--- config.mk ---
export PLATFORM = sky130hd
export DESIGN_NAME = midpoint_circle_rasterizer
export DESIGN_NICKNAME = d
export VERILOG_FILES = /design/src/sv/mcr_pkg.sv /design/src/sv/mcr_front.sv /design/src/sv/mcr_queue.sv /design/src/sv/mcr_engine.sv /design/src/sv/midpoint_circle_rasterizer.sv
export SDC_FILE = /design/constraint.sdc
export NUM_CORES = 1
export LEC_CHECK = 0
export ABC_AREA = 1
export BUFFER_PORTS_ARGS = -buffer_cell sky130_fd_sc_hd__buf_2
export CAP_MARGIN = 20
export CORE_ASPECT_RATIO = 2
export CORE_MARGIN = 1
export CORE_UTILIZATION = 45
export CTS_CLUSTER_DIAMETER = 30
export DETAILED_ROUTE_END_ITERATION = 7
export PLACE_DENSITY = 0.67
export SLEW_MARGIN = 20
export SYNTH_ARGS = -nofsm -noshare
export SYNTH_HDL_FRONTEND = slang
export SYNTH_SLANG_ARGS = --single-unit
--- constraint.sdc ---
create_clock -name clk -period 6.4 [get_ports clk]
set_clock_uncertainty 0.2 [all_clocks]
set_input_delay 0.64 -clock clk [delete_from_list [all_inputs] [get_ports clk]]
set_output_delay 0.64 -clock clk [all_outputs]
set_load 0.02 [all_outputs]
--- src/sv/mcr_pkg.sv ---
// ----------------------------------------------------------------------------
// mcr_pkg
// shared types, constants and step functions of the midpoint circle rasterizer
// ----------------------------------------------------------------------------
package mcr_pkg;

	localparam int RADIUS_MAX_DEF = 63;
	localparam int MAX_RESULTS    = 46;
	localparam int QUEUE_DEPTH    = 2;

	localparam logic [7:0] MASK_AXIS   = 8'h53;
	localparam logic [7:0] MASK_SINGLE = 8'h01;
	localparam logic [7:0] MASK_DIAG   = 8'h0F;
	localparam logic [7:0] MASK_FULL   = 8'hFF;

	localparam int CNT_W = $clog2(MAX_RESULTS + 1);

	typedef logic [9:0]         center_t;
	typedef logic [5:0]         off_t;
	typedef logic signed [8:0]  dec_t;
	typedef logic signed [11:0] coord_t;
	typedef logic [CNT_W-1:0]   cnt_t;

	typedef struct packed {
		center_t row;
		center_t col;
		off_t    rad;
	} job_t;

	typedef struct packed {
		off_t x;
		off_t y;
		dec_t p;
	} pt_t;

	typedef struct packed {
		coord_t     row_plus_a;
		coord_t     row_minus_a;
		coord_t     row_plus_b;
		coord_t     row_minus_b;
		coord_t     col_plus_a;
		coord_t     col_minus_a;
		coord_t     col_plus_b;
		coord_t     col_minus_b;
		logic [7:0] point_mask;
	} res_t;

	typedef enum logic {
		ENG_IDLE,
		ENG_RUN
	} eng_st_t;

	typedef struct packed {
		logic busy;
		cnt_t count;
	} eng_stat_t;

	typedef struct packed {
		logic [$clog2(QUEUE_DEPTH + 1)-1:0] count;
	} q_stat_t;

	// one midpoint step: y advances, x steps back when the decision is positive
	function automatic pt_t mid_step(pt_t c);
		pt_t                nx;
		logic signed [9:0]  t;
		nx.y = c.y + 6'd1;
		nx.x = c.x;
		t = {c.p[8], c.p} + $signed({3'b000, nx.y, 1'b0}) + 10'sd1;
		if (c.p > 9'sd0) begin
			nx.x = c.x - 6'd1;
			t = t - $signed({3'b000, nx.x, 1'b0});
		end
		nx.p = t[8:0];
		return nx;
	endfunction

	function automatic res_t make_res(center_t row, center_t col, off_t a, off_t b,
		logic [7:0] mask);
		res_t r;
		r.row_plus_a  = {2'b00, row} + {6'd0, a};
		r.row_minus_a = {2'b00, row} - {6'd0, a};
		r.row_plus_b  = {2'b00, row} + {6'd0, b};
		r.row_minus_b = {2'b00, row} - {6'd0, b};
		r.col_plus_a  = {2'b00, col} + {6'd0, a};
		r.col_minus_a = {2'b00, col} - {6'd0, a};
		r.col_plus_b  = {2'b00, col} + {6'd0, b};
		r.col_minus_b = {2'b00, col} - {6'd0, b};
		r.point_mask  = mask;
		return r;
	endfunction

endpackage

--- src/sv/mcr_front.sv ---
// ----------------------------------------------------------------------------
// mcr_front
// request intake: registers one circle request and saturates its radius
// ----------------------------------------------------------------------------
module mcr_front #(
	parameter int RADIUS_MAX = mcr_pkg::RADIUS_MAX_DEF
) (
	input  logic          clk,
	input  logic          arst_n,
	input  logic          in_valid,
	output logic          in_ready,
	input  mcr_pkg::job_t in_job,
	output logic          push_valid,
	input  logic          push_ready,
	output mcr_pkg::job_t push_job
);
	import mcr_pkg::*;

	localparam logic [7:0] RMAX = 8'(RADIUS_MAX);

	logic valid_s1;
	job_t job_s1;
	job_t job_c;

	always_comb begin
		job_c = in_job;
		if ({2'b00, in_job.rad} > RMAX) begin
			job_c.rad = RMAX[5:0];
		end
	end

	assign in_ready   = !valid_s1 || push_ready;
	assign push_valid = valid_s1;
	assign push_job   = job_s1;

	always_ff @(posedge clk or negedge arst_n) begin
		if (!arst_n) begin
			valid_s1 <= 1'b0;
		end else if (in_ready) begin
			valid_s1 <= in_valid;
		end
	end

	always_ff @(posedge clk) begin
		if (in_valid && in_ready) begin
			job_s1 <= job_c;
		end
	end

endmodule

--- src/sv/mcr_queue.sv ---
// ----------------------------------------------------------------------------
// mcr_queue
// short request queue between intake and the point engine
// ----------------------------------------------------------------------------
module mcr_queue (
	input  logic            clk,
	input  logic            arst_n,
	input  logic            wr_valid,
	output logic            wr_ready,
	input  mcr_pkg::job_t   wr_job,
	output logic            rd_valid,
	input  logic            rd_ready,
	output mcr_pkg::job_t   rd_job,
	output mcr_pkg::q_stat_t stat
);
	import mcr_pkg::*;

	localparam int PW = (QUEUE_DEPTH > 1) ? $clog2(QUEUE_DEPTH) : 1;
	localparam int CW = $clog2(QUEUE_DEPTH + 1);
	localparam logic [PW-1:0] PTR_LAST = PW'(QUEUE_DEPTH - 1);
	localparam logic [CW-1:0] CNT_FULL = CW'(QUEUE_DEPTH);

	job_t          mem [QUEUE_DEPTH];
	logic [PW-1:0] wr_ptr_q;
	logic [PW-1:0] rd_ptr_q;
	logic [CW-1:0] count_q;
	logic          do_wr;
	logic          do_rd;

	assign wr_ready   = (count_q != CNT_FULL);
	assign rd_valid   = (count_q != '0);
	assign rd_job     = mem[rd_ptr_q];
	assign do_wr      = wr_valid && wr_ready;
	assign do_rd      = rd_valid && rd_ready;
	assign stat.count = count_q;

	always_ff @(posedge clk or negedge arst_n) begin
		if (!arst_n) begin
			wr_ptr_q <= '0;
			rd_ptr_q <= '0;
			count_q  <= '0;
		end else begin
			if (do_wr) begin
				wr_ptr_q <= (wr_ptr_q == PTR_LAST) ? '0 : wr_ptr_q + 1'b1;
			end
			if (do_rd) begin
				rd_ptr_q <= (rd_ptr_q == PTR_LAST) ? '0 : rd_ptr_q + 1'b1;
			end
			if (do_wr && !do_rd) begin
				count_q <= count_q + 1'b1;
			end else if (do_rd && !do_wr) begin
				count_q <= count_q - 1'b1;
			end
		end
	end

	always_ff @(posedge clk) begin
		if (do_wr) begin
			mem[wr_ptr_q] <= wr_job;
		end
	end

endmodule

--- src/sv/mcr_engine.sv ---
// ----------------------------------------------------------------------------
// mcr_engine
// octant point sequencer with registered result output
// ----------------------------------------------------------------------------
module mcr_engine (
	input  logic              clk,
	input  logic              arst_n,
	input  logic              job_valid,
	output logic              job_ready,
	input  mcr_pkg::job_t     job,
	output logic              res_valid,
	input  logic              res_ready,
	output mcr_pkg::res_t     res,
	output logic              res_last,
	output mcr_pkg::eng_stat_t stat
);
	import mcr_pkg::*;

	localparam cnt_t CNT_CAP = CNT_W'(MAX_RESULTS);

	eng_st_t st_q;
	eng_st_t st_d;
	pt_t     cur_q;
	cnt_t    n_q;
	center_t row_q;
	center_t col_q;
	logic    out_valid_q;
	res_t    out_q;
	logic    out_last_q;

	pt_t  pt1;
	pt_t  pt2;
	pt_t  pt0;
	cnt_t n1;
	logic out_free;
	logic load;
	logic step;
	logic last0;
	logic last1;

	assign out_free = !out_valid_q || res_ready;
	assign pt1      = mid_step(cur_q);
	assign pt2      = mid_step(pt1);
	assign n1       = n_q + 1'b1;
	assign last0    = (job.rad == '0);
	assign last1    = !(pt1.x > pt1.y) || (n1 >= CNT_CAP) || (pt2.x < pt2.y);

	always_comb begin
		pt0.x = job.rad;
		pt0.y = '0;
		pt0.p = 9'sd1 - $signed({3'b000, job.rad});
	end

	always_comb begin
		st_d = st_q;
		load = 1'b0;
		step = 1'b0;
		unique case (st_q)
			ENG_IDLE: begin
				if (job_valid && out_free) begin
					load = 1'b1;
					if (!last0) begin
						st_d = ENG_RUN;
					end
				end
			end
			ENG_RUN: begin
				if (out_free) begin
					step = 1'b1;
					if (last1) begin
						st_d = ENG_IDLE;
					end
				end
			end
			default: st_d = ENG_IDLE;
		endcase
	end

	assign job_ready  = load;
	assign res_valid  = out_valid_q;
	assign res        = out_q;
	assign res_last   = out_last_q;
	assign stat.busy  = (st_q == ENG_RUN);
	assign stat.count = n_q;

	always_ff @(posedge clk or negedge arst_n) begin
		if (!arst_n) begin
			st_q        <= ENG_IDLE;
			out_valid_q <= 1'b0;
			n_q         <= '0;
		end else begin
			st_q <= st_d;
			if (load || step) begin
				out_valid_q <= 1'b1;
			end else if (res_ready) begin
				out_valid_q <= 1'b0;
			end
			if (load) begin
				n_q <= cnt_t'(1);
			end else if (step) begin
				n_q <= n1;
			end
		end
	end

	always_ff @(posedge clk) begin
		if (load) begin
			cur_q      <= pt0;
			row_q      <= job.row;
			col_q      <= job.col;
			out_q      <= make_res(job.row, job.col, job.rad, '0,
				last0 ? MASK_SINGLE : MASK_AXIS);
			out_last_q <= last0;
		end else if (step) begin
			cur_q      <= pt1;
			out_q      <= make_res(row_q, col_q, pt1.x, pt1.y,
				(pt1.x == pt1.y) ? MASK_DIAG : MASK_FULL);
			out_last_q <= last1;
		end
	end

endmodule

--- src/sv/midpoint_circle_rasterizer.sv ---
// ----------------------------------------------------------------------------
// midpoint_circle_rasterizer
// circle request in, one result per octant point out, eight reflections each
// ----------------------------------------------------------------------------
// channel   dir  tdata bits                                   tlast
// s_axis    in   radius, center_col, center_row (26 of 32)    -
// m_axis    out  eight 12-bit coordinates, point_mask (104)   last_point
//
// a request passes the intake register and the queue, then the engine
// loads it and registers its first result; one result per cycle while the
// output is free, from a midpoint step and its lookahead copy, up to 46 per
// circle, and the first result of the next circle follows the last with no gap
// the queue takes requests until full while the engine waits on m_axis_tready
// reset clears the intake, queue and engine control only
// ----------------------------------------------------------------------------
module midpoint_circle_rasterizer #(
	parameter int RADIUS_MAX = mcr_pkg::RADIUS_MAX_DEF
) (
	input  logic         clk,
	input  logic         arst_n,
	input  logic         s_axis_tvalid,
	output logic         s_axis_tready,
	// center_row[9:0], center_col[19:10], radius[25:20]
	input  logic [31:0]  s_axis_tdata,
	output logic         m_axis_tvalid,
	input  logic         m_axis_tready,
	// row_plus_a, row_minus_a, row_plus_b, row_minus_b, col_plus_a,
	// col_minus_a, col_plus_b, col_minus_b (12 bits each), point_mask[103:96]
	output logic [103:0] m_axis_tdata,
	output logic         m_axis_tlast
);
	import mcr_pkg::*;

	job_t      in_job;
	job_t      push_job;
	job_t      pop_job;
	logic      push_valid;
	logic      push_ready;
	logic      pop_valid;
	logic      pop_ready;
	res_t      res;
	q_stat_t   q_stat;
	eng_stat_t eng_stat;

	assign in_job.row = s_axis_tdata[9:0];
	assign in_job.col = s_axis_tdata[19:10];
	assign in_job.rad = s_axis_tdata[25:20];

	mcr_front #(
		.RADIUS_MAX(RADIUS_MAX)
	) u_front (
		.clk       (clk),
		.arst_n    (arst_n),
		.in_valid  (s_axis_tvalid),
		.in_ready  (s_axis_tready),
		.in_job    (in_job),
		.push_valid(push_valid),
		.push_ready(push_ready),
		.push_job  (push_job)
	);

	mcr_queue u_queue (
		.clk     (clk),
		.arst_n  (arst_n),
		.wr_valid(push_valid),
		.wr_ready(push_ready),
		.wr_job  (push_job),
		.rd_valid(pop_valid),
		.rd_ready(pop_ready),
		.rd_job  (pop_job),
		.stat    (q_stat)
	);

	mcr_engine u_engine (
		.clk      (clk),
		.arst_n   (arst_n),
		.job_valid(pop_valid),
		.job_ready(pop_ready),
		.job      (pop_job),
		.res_valid(m_axis_tvalid),
		.res_ready(m_axis_tready),
		.res      (res),
		.res_last (m_axis_tlast),
		.stat     (eng_stat)
	);

	assign m_axis_tdata = {res.point_mask, res.col_minus_b, res.col_plus_b,
		res.col_minus_a, res.col_plus_a, res.row_minus_b, res.row_plus_b,
		res.row_minus_a, res.row_plus_a};

	a_busy_holds_result: assert property (@(posedge clk) disable iff (!arst_n)
		eng_stat.busy |-> m_axis_tvalid)
		else $error("engine running without a pending result");

	a_diag_is_last: assert property (@(posedge clk) disable iff (!arst_n)
		(m_axis_tvalid && res.point_mask == MASK_DIAG) |-> m_axis_tlast)
		else $error("diagonal point not marked last");

	a_single_is_last: assert property (@(posedge clk) disable iff (!arst_n)
		(m_axis_tvalid && res.point_mask == MASK_SINGLE) |-> m_axis_tlast)
		else $error("zero radius result not marked last");

	a_count_cap: assert property (@(posedge clk) disable iff (!arst_n)
		eng_stat.count <= CNT_W'(MAX_RESULTS))
		else $error("result count beyond cap");

	a_queue_bound: assert property (@(posedge clk) disable iff (!arst_n)
		q_stat.count <= ($bits(q_stat.count))'(QUEUE_DEPTH))
		else $error("queue overfilled");

endmodule
## Word-level counts from Yosys, hierarchy flattened

Memories as Yosys holds them, arrays and structs flattened.
Index checks and enable logic that the tools add are counted.

- $add $sub $neg: 25
- Multipliers: 0
- Div/mod/pow operators: 0
- Order comparisons: 5
- Eq/ne operators: 2
- Shift operators: 0
- Mux-type cells: 30
- Bitwise operators: 1
- Reduce and logical (&&, ||, !) cells: 21

Operator list:

| operator | count |
|---|---|
| 104-bit two-way mux | 2 |
| 10-bit by 6-bit adder with 11-bit output | 6 |
| 10-bit by 6-bit subtractor with 11-bit output | 6 |
| 21-bit two-way mux | 2 |
| 6-bit two-way mux | 4 |
| 6-bit by 1-bit adder with 6-bit output (second input constant) | 3 |
| 9-bit by 1-bit greater-than comparator with 1-bit output (second input constant) | 2 |
| 1-bit two-way mux | 16 |
| 6-bit by 1-bit subtractor with 6-bit output (second input constant) | 2 |
| 9-bit by 1-bit adder with 9-bit output (second input constant) | 1 |
| 9-bit by 8-bit adder with 9-bit output | 1 |
| 9-bit two-way mux | 1 |
| 9-bit by 8-bit subtractor with 9-bit output | 1 |
| 8-bit two-way mux | 1 |
| 2-bit nonzero test | 4 |
| 7-bit two-way mux | 1 |
| 1-bit by 6-bit subtractor with 7-bit output (first input constant) | 1 |
| 6-bit == test | 1 |
| 6-bit >= comparator (second input constant) | 1 |
| 6-bit greater-than comparator | 1 |
| 1-bit logical AND | 6 |
| 6-bit zero test | 1 |
| 6-bit less-than comparator | 1 |
| 1-bit zero test | 5 |
| other kinds (8) | 14 |

- Bits in registers: 185
- Bits in latches: 0
- Bits in writable memories: 52
- Bits in read-only memories: 0
- Input port bits: 36
- Memories: 1

Memories:

| name | words | bits a word | rd ports | clocked after memory_dff | wr ports | line | text |
|---|---|---|---|---|---|---|---|
| u_queue.mem | 2 | 26 | 1 | 0 | 1 | mcr_queue.sv:23 | `job_t mem [QUEUE_DEPTH];` |

## Depth between registers and ports, before layout

Gate-level depths: netlist (run 1).

- Depth in word-level cells: 12
- Depth in mapped cells: 35
- Depth with buffers taken out: 35

## By module

A second synthesis (run 1) with hierarchy kept.

- Cells, all modules: 1,410
- Area total of the unflattened synthesis: 13,242.7 µm²

By module, submodules not included:

| module | times used | cells each | area an instance (µm²) | sequential area each (µm²) |
|---|---|---|---|---|
| mcr_engine | 1 | 1,214 | 10,261.1 | 4,033.9 |
| mcr_queue | 1 | 164 | 2,155.8 | 1,661.6 |
| mcr_front | 1 | 32 | 825.8 | 805.8 |

## Least setup slack after synthesis (run 1)

No wires, ideal clock.

- Kind: reg-to-reg
- Start: register u_engine.cur_q[9] (netlist name)
- End: register u_engine.out_last_q (netlist: u_engine.res_last), data pin
- Data arrival time: 4.492 ns
- Data required time: 5.946 ns
- Setup slack: 1.454 ns
- Stages on the path, launching flop included: 27
- Cells stage by stage: dfxtp_1 -> inv_1 -> ha_1 -> inv_1 -> ha_1 -> a21oi_1 -> nand2_1 -> nand3_1 -> nand3b_1 -> and2_1 -> ha_1 -> a21oi_1 -> nand2_1 -> a21oi_2 -> nand3_1 -> nand2_1 -> nand3_2 -> nand3b_4 -> nor3_2 -> xor2_1 -> ha_1 -> nand2_1 -> nor2_1 -> a211oi_1 -> nand2_1 -> nand2_1 -> o21a_1

RTL lines:

| what | line | text |
|---|---|---|
| start, declared | mcr_engine.sv:23 | `pt_t cur_q;` |
| start signal, assigned | mcr_engine.sv:108 | `cur_q <= pt0;` |
| start signal, assigned | mcr_engine.sv:115 | `cur_q <= pt1;` |
| end signal, assigned | mcr_engine.sv:113 | `out_last_q <= last0;` |
| end signal, assigned | mcr_engine.sv:118 | `out_last_q <= last1;` |
| end, declared | mcr_engine.sv:29 | `logic out_last_q;` |

==> impl_metrics.env, run 1 <==
export IMPL_outcome="completed"
export IMPL_wl_met2_um=18500
export IMPL_met3_length_um=1230
export IMPL_crit_arrival_ns=5.70
export IMPL_drt_first_pass_iters=6
export IMPL_final_nets=1690
export IMPL_crit_path_frequent_cell="nand2_1"
export IMPL_synthCells=1386
export IMPL_htree_levels=1
export IMPL_hold_violations=0
export IMPL_die_area_um2=30000
export IMPL_required_ns=6.62
export IMPL_synthFlopType="edfxtp_1"
export IMPL_final_cells=1916
export IMPL_worstHoldPathCells=1
export IMPL_clockBufferDepth=3
export IMPL_worstSkewPairLatency_ns=0.57
export IMPL_drc=0
export IMPL_slew_violations=0
export IMPL_drtAntennaViolNets=0
export IMPL_cts_buffers=29
export IMPL_max_slew_margin=0.370
export IMPL_avgViaCountPerCell=5.34
export IMPL_clockRootBuffer="clkbuf_16"
export IMPL_max_stage_delay_ns=0.65
export IMPL_wl_per_cell_um=18.3
export IMPL_syn_area_um2=13200
export IMPL_path_max_fanout=8
export IMPL_numPortBuffers=132
export IMPL_cts_tree="built"
export IMPL_design_area_um2=15300
export IMPL_synth_avg_cell_area_um2=9.51
export IMPL_period_minus_slack_ns=5.47
export IMPL_setup_viol=0
export IMPL_pre_cts_ws_ns=1.03
export IMPL_overflow=0
export IMPL_yosys_warnings=0
export IMPL_reg2regPathDepth=28
export IMPL_grt_max_degree=75
export IMPL_start_util=0.457
export IMPL_synthTopCellsByArea="edfxtp_1 45%, ha_1 10%, nand2_1 7.0%"
export IMPL_worst_slack_ns=0.926
export IMPL_synth_seq_cells=222
export IMPL_num_antenna_cells=0
export IMPL_die_w_um=123
export IMPL_core_area_um2=28800
export IMPL_synth_seq_area_share=0.493
export IMPL_gp_congestion=0.961
export IMPL_cpMaxStageDelayCell="xor2_1"
export IMPL_grt_pass1_vias=10300
export IMPL_ys_types=54
export IMPL_drt_wl_total_um=35000
export IMPL_final_common_cell="nand2_1"
export IMPL_cap_violations=0
export IMPL_drive_gt1_frac=0.166
export IMPL_fin_tns_setup_ns=0
export IMPL_rsz0062_at_grt="no"
export IMPL_met1_length_um=11600
export IMPL_place_inst=1861
export IMPL_end_kind="register"
export IMPL_synth_top_area_share=0.453
export IMPL_worstSetupPathType="reg -> reg"
export IMPL_drtIter0Drc=532
export IMPL_crit_buf_inv=0
export IMPL_place_area_um2=14300
export IMPL_cts_setup_buffers=0
export IMPL_period_share=0.855
export IMPL_most_common_layout_cells="247 x nand2_1, 199 x edfxtp_1, 186 x inv_1"
export IMPL_synthArstFlopShare=0.0586
export IMPL_synth_largest_area_cell="edfxtp_1"
export IMPL_cts_sinks=222
export IMPL_clk_pin_slew_ns=0.06
export IMPL_synth_edf_count=199
export IMPL_crit_family="simple AND/OR/NAND/NOR gates"
export IMPL_die_h_um=244
export IMPL_clock_fmax_mhz=183
export IMPL_rows=88
export IMPL_vias=10200
export IMPL_dp_hpwl_um=27100
export IMPL_num_io_pins=143
export IMPL_area_growth_syn_to_layout_pct=16.2
export IMPL_path_depth=28
export IMPL_highest_layer="met4"
export IMPL_worst_setup_path_start_kind="register"
export IMPL_tightest_slew_ns=0.945
export IMPL_hp_class="in -> reg"
export IMPL_grt_antenna_before_repair=0
export IMPL_grt_pass1_wl_um=53000
export IMPL_fillers=2691
export IMPL_gr_usage_all_layers=0.238
-- worst register-to-register path, delay by kind of cell (launching register included) --
kind,cells,cell delay (ns)
DFF,1,0.59
xor gates and xnor gates,2,0.85
and+or+nand+nor,17,1.66
AOI/OAI and AO/OA,5,0.74
adders and majority gates,4,1.28
-- registers in the layout, indices dropped and copies added, names as in the netlist --
name	cells
u_engine.res	89
u_queue.mem	52
u_front.push_job	26
u_engine.cur_q	21
u_engine.col_q	10
u_engine.row_q	10
u_engine.n_q	6
u_queue.stat	2
u_engine.res_last	1
u_engine.res_valid	1
u_engine.st_q	1
u_front.push_valid	1
u_queue.rd_ptr_q	1
u_queue.wr_ptr_q	1
-- layout make-up --
cell class / count / area [um^2] / share of cell area
clock inverters: 24 / 320 / 0.0209
multi-input cells: 931 / 5730 / 0.374
clock buffers: 30 / 729 / 0.0476
well taps: 360 / 450 / 0.0294
inverters: 191 / 719 / 0.0470
repair buffers: 158 / 858 / 0.0561
flip-flops and latches: 222 / 6500 / 0.425
-- worst paths after layout --
kind / startpoint / endpoint / slack, ns
max reg2reg: u_engine.cur_q[9] / u_engine.st_q / 0.93
min: s_axis_tdata[0] / u_front.push_job[16] / 0.04
min in group asynchronous: arst_n / u_engine.n_q[5] / 0.32
min reg2reg: u_front.push_job[10] / u_queue.mem[1][10] / 0.25
max in group asynchronous: arst_n / u_engine.st_q / 5.40
max: u_engine.cur_q[9] / u_engine.st_q / 0.93
-- per-layer routing --
metal	vias to the layer above	GRT usage
li1	4980	-
met1	4769	0.219
met2	310	0.434
met3	167	0.0299
met4	0	0.223
met5	-	0
-- logic make-up after synthesis --
logic type,count (synthesis),synth area share
AO/OA/AOI/OAI,264,0.119
buffers and inverters,236,0.0735
flip-flops,222,0.493
other,1,0.000285
AND/OR/NAND/NOR,507,0.166
XOR/XNOR,35,0.0247
adder cells (fa/ha/maj),121,0.123
-- timing repair --
item,CTS,global route
resized for setup,0,0
endpoints found under the setup margin,0,0
hold buffers,1,0
endpoints found under the hold margin,13,0
-- per-stage QoR --
| stage | hold slack (ns) | utilization |
|---|---|---|
| after global routing | 0.0268 | 0.531 |
| after CTS | 0.0249 | 0.531 |
| after floorplan | 0.144 | - |
| after detailed placement | 0.230 | 0.494 |
| final | 0.0448 | 0.531 |
| after global placement | 0.222 | 0.494 |
-- Yosys cell counts, drive strengths merged, types with 12 or more instances --
cell / n
fa: 14
nor2: 143
or2: 20
o21ai: 125
xor2: 27
edfxtp: 199
a21oi: 47
nand3: 60
nor3: 12
inv: 189
ha: 107
dfrtp: 13
buf: 20
clkbuf: 25
o22ai: 25
o31ai: 29
nand2: 256
Power of run 1 is not shown: default switching activity piles up to over one toggle a cycle in this logic, so the estimate is an artifact.
==> inputs of run 2 (changes only) <==
==> constraint.sdc (replaced) <==
create_clock -name clk -period 6.4 [get_ports clk]
set_clock_uncertainty 0.2 [all_clocks]
set_input_delay 0 -clock clk [delete_from_list [all_inputs] [get_ports clk]]
set_output_delay 0 -clock clk [all_outputs]
set_load 0.02 [all_outputs]
==> impl_metrics.env, run 2 (synthesis results as in run 1) <==
export IMPL_die_h_um=244
export IMPL_end_kind="register"
export IMPL_clock_fmax_mhz=187
export IMPL_gp_congestion=0.923
export IMPL_cap_violations=0
export IMPL_rsz0062_at_grt="no"
export IMPL_clockRootBuffer="clkbuf_16"
export IMPL_worstSkewPairLatency_ns=0.56
export IMPL_drt_wl_total_um=36200
export IMPL_outcome="completed"
export IMPL_r2r_slack_ns=1.06
export IMPL_grt_max_degree=68
export IMPL_num_io_pins=143
export IMPL_tightest_slew_ns=0.959
export IMPL_cts_buffers=28
export IMPL_area_growth_syn_to_layout_pct=20.4
export IMPL_grt_pass1_vias=10600
export IMPL_clk_pin_slew_ns=0.06
export IMPL_num_antenna_cells=0
export IMPL_drive_gt1_frac=0.159
export IMPL_hp_class="in -> reg"
export IMPL_max_stage_delay_ns=0.61
export IMPL_final_common_cell="nand2_1"
export IMPL_drtAntennaViolNets=0
export IMPL_period_minus_slack_ns=5.34
export IMPL_numPortBuffers=132
export IMPL_dp_hpwl_um=27100
export IMPL_cts_tree="built"
export IMPL_final_nets=1744
export IMPL_crit_path_frequent_cell="nand2_1"
export IMPL_required_ns=6.61
export IMPL_crit_arrival_ns=5.55
export IMPL_overflow=0
export IMPL_path_max_fanout=7
export IMPL_avgViaCountPerCell=5.35
export IMPL_rows=88
export IMPL_drc=0
export IMPL_setup_viol=0
export IMPL_grt_antenna_before_repair=0
export IMPL_die_w_um=123
export IMPL_start_util=0.457
export IMPL_vias=10500
export IMPL_drtIter0Drc=652
export IMPL_cts_setup_buffers=0
export IMPL_grt_pass1_wl_um=55100
export IMPL_largest_reg_flops=89
export IMPL_most_common_layout_cells="247 x nand2_1, 199 x edfxtp_1, 186 x inv_1"
export IMPL_fin_tns_setup_ns=0
export IMPL_cts_sinks=222
export IMPL_clockBufferDepth=3
export IMPL_max_slew_margin=0.354
export IMPL_slew_violations=0
export IMPL_cpMaxStageDelayCell="xor2_1"
export IMPL_die_area_um2=30000
export IMPL_wl_per_cell_um=18.4
export IMPL_htree_levels=1
export IMPL_worstSetupPathType="reg -> reg"
export IMPL_drt_first_pass_iters=5
export IMPL_period_share=0.834
export IMPL_hold_violations=0
export IMPL_core_area_um2=28800
export IMPL_worst_setup_path_start_kind="register"
export IMPL_gr_usage_all_layers=0.246
[run 2: cell type report]
class / count / area (um^2)
fill: 2605 / 13000
clock buffer: 29 / 726
sequential: 222 / 6500
clock inverter: 23 / 335
tap: 360 / 450
timing repair buffer: 213 / 1410
multi-input combinational: 931 / 5730
inverter: 191 / 719
[run 2: metal layers]
layer	part of all wire	vias to the layer above	wire length [um]	track usage
met2	0.54	308	19600	0.465
li1	-	5094	-	-
met4	0.086	0	3120	0.192
met1	0.34	4992	12100	0.229
met5	0	-	0	0
met3	0.036	144	1290	0.0331
[run 2: worst max-delay path, delay by kind of cell, from the launching register on]
family | cells | cell delay (ns)
compound gates | 5 | 0.75
xor+xnor | 2 | 0.81
fa+ha+maj | 4 | 1.23
buf+inv | 1 | 0.18
flops | 1 | 0.33
simple gates | 17 | 1.69
[run 2: repair_timing]
action | 4_1_cts | 5_1_grt
hold endpoints to repair | 42 | 0
hold buffers | 56 | 0
resized for setup | 0 | 0
endpoints found under the setup margin | 0 | 0
[run 2: path summary, 6_finish.rpt]
check / from / to / cells after the start
min reg2reg: u_front.push_job[22] / u_queue.mem[1][22] / 0
min in group asynchronous: arst_n / u_engine.n_q[5] / 3
max: u_engine.cur_q[9] / u_engine.st_q / 29
max in group asynchronous: arst_n / u_engine.st_q / 3
min: s_axis_tvalid / u_front.push_valid / 4
max reg2reg: u_engine.cur_q[9] / u_engine.st_q / 29
[run 2: per-stage QoR]
step                      hold WS (ns)  setup WS (ns)  utilization  cell area (um^2)  cells
after global placement          -0.272           1.26        0.494             14300   1861
after CTS                      0.00989           1.12        0.550             15900   1969
final                           0.0266           1.06        0.550             15900   1969
after floorplan                 -0.496           1.45            -             13200   1389
after detailed placement        -0.272           1.15        0.494             14300   1861
after global routing            0.0591          0.642        0.550             15900   1969
Power of run 2 is left out for the same reason.
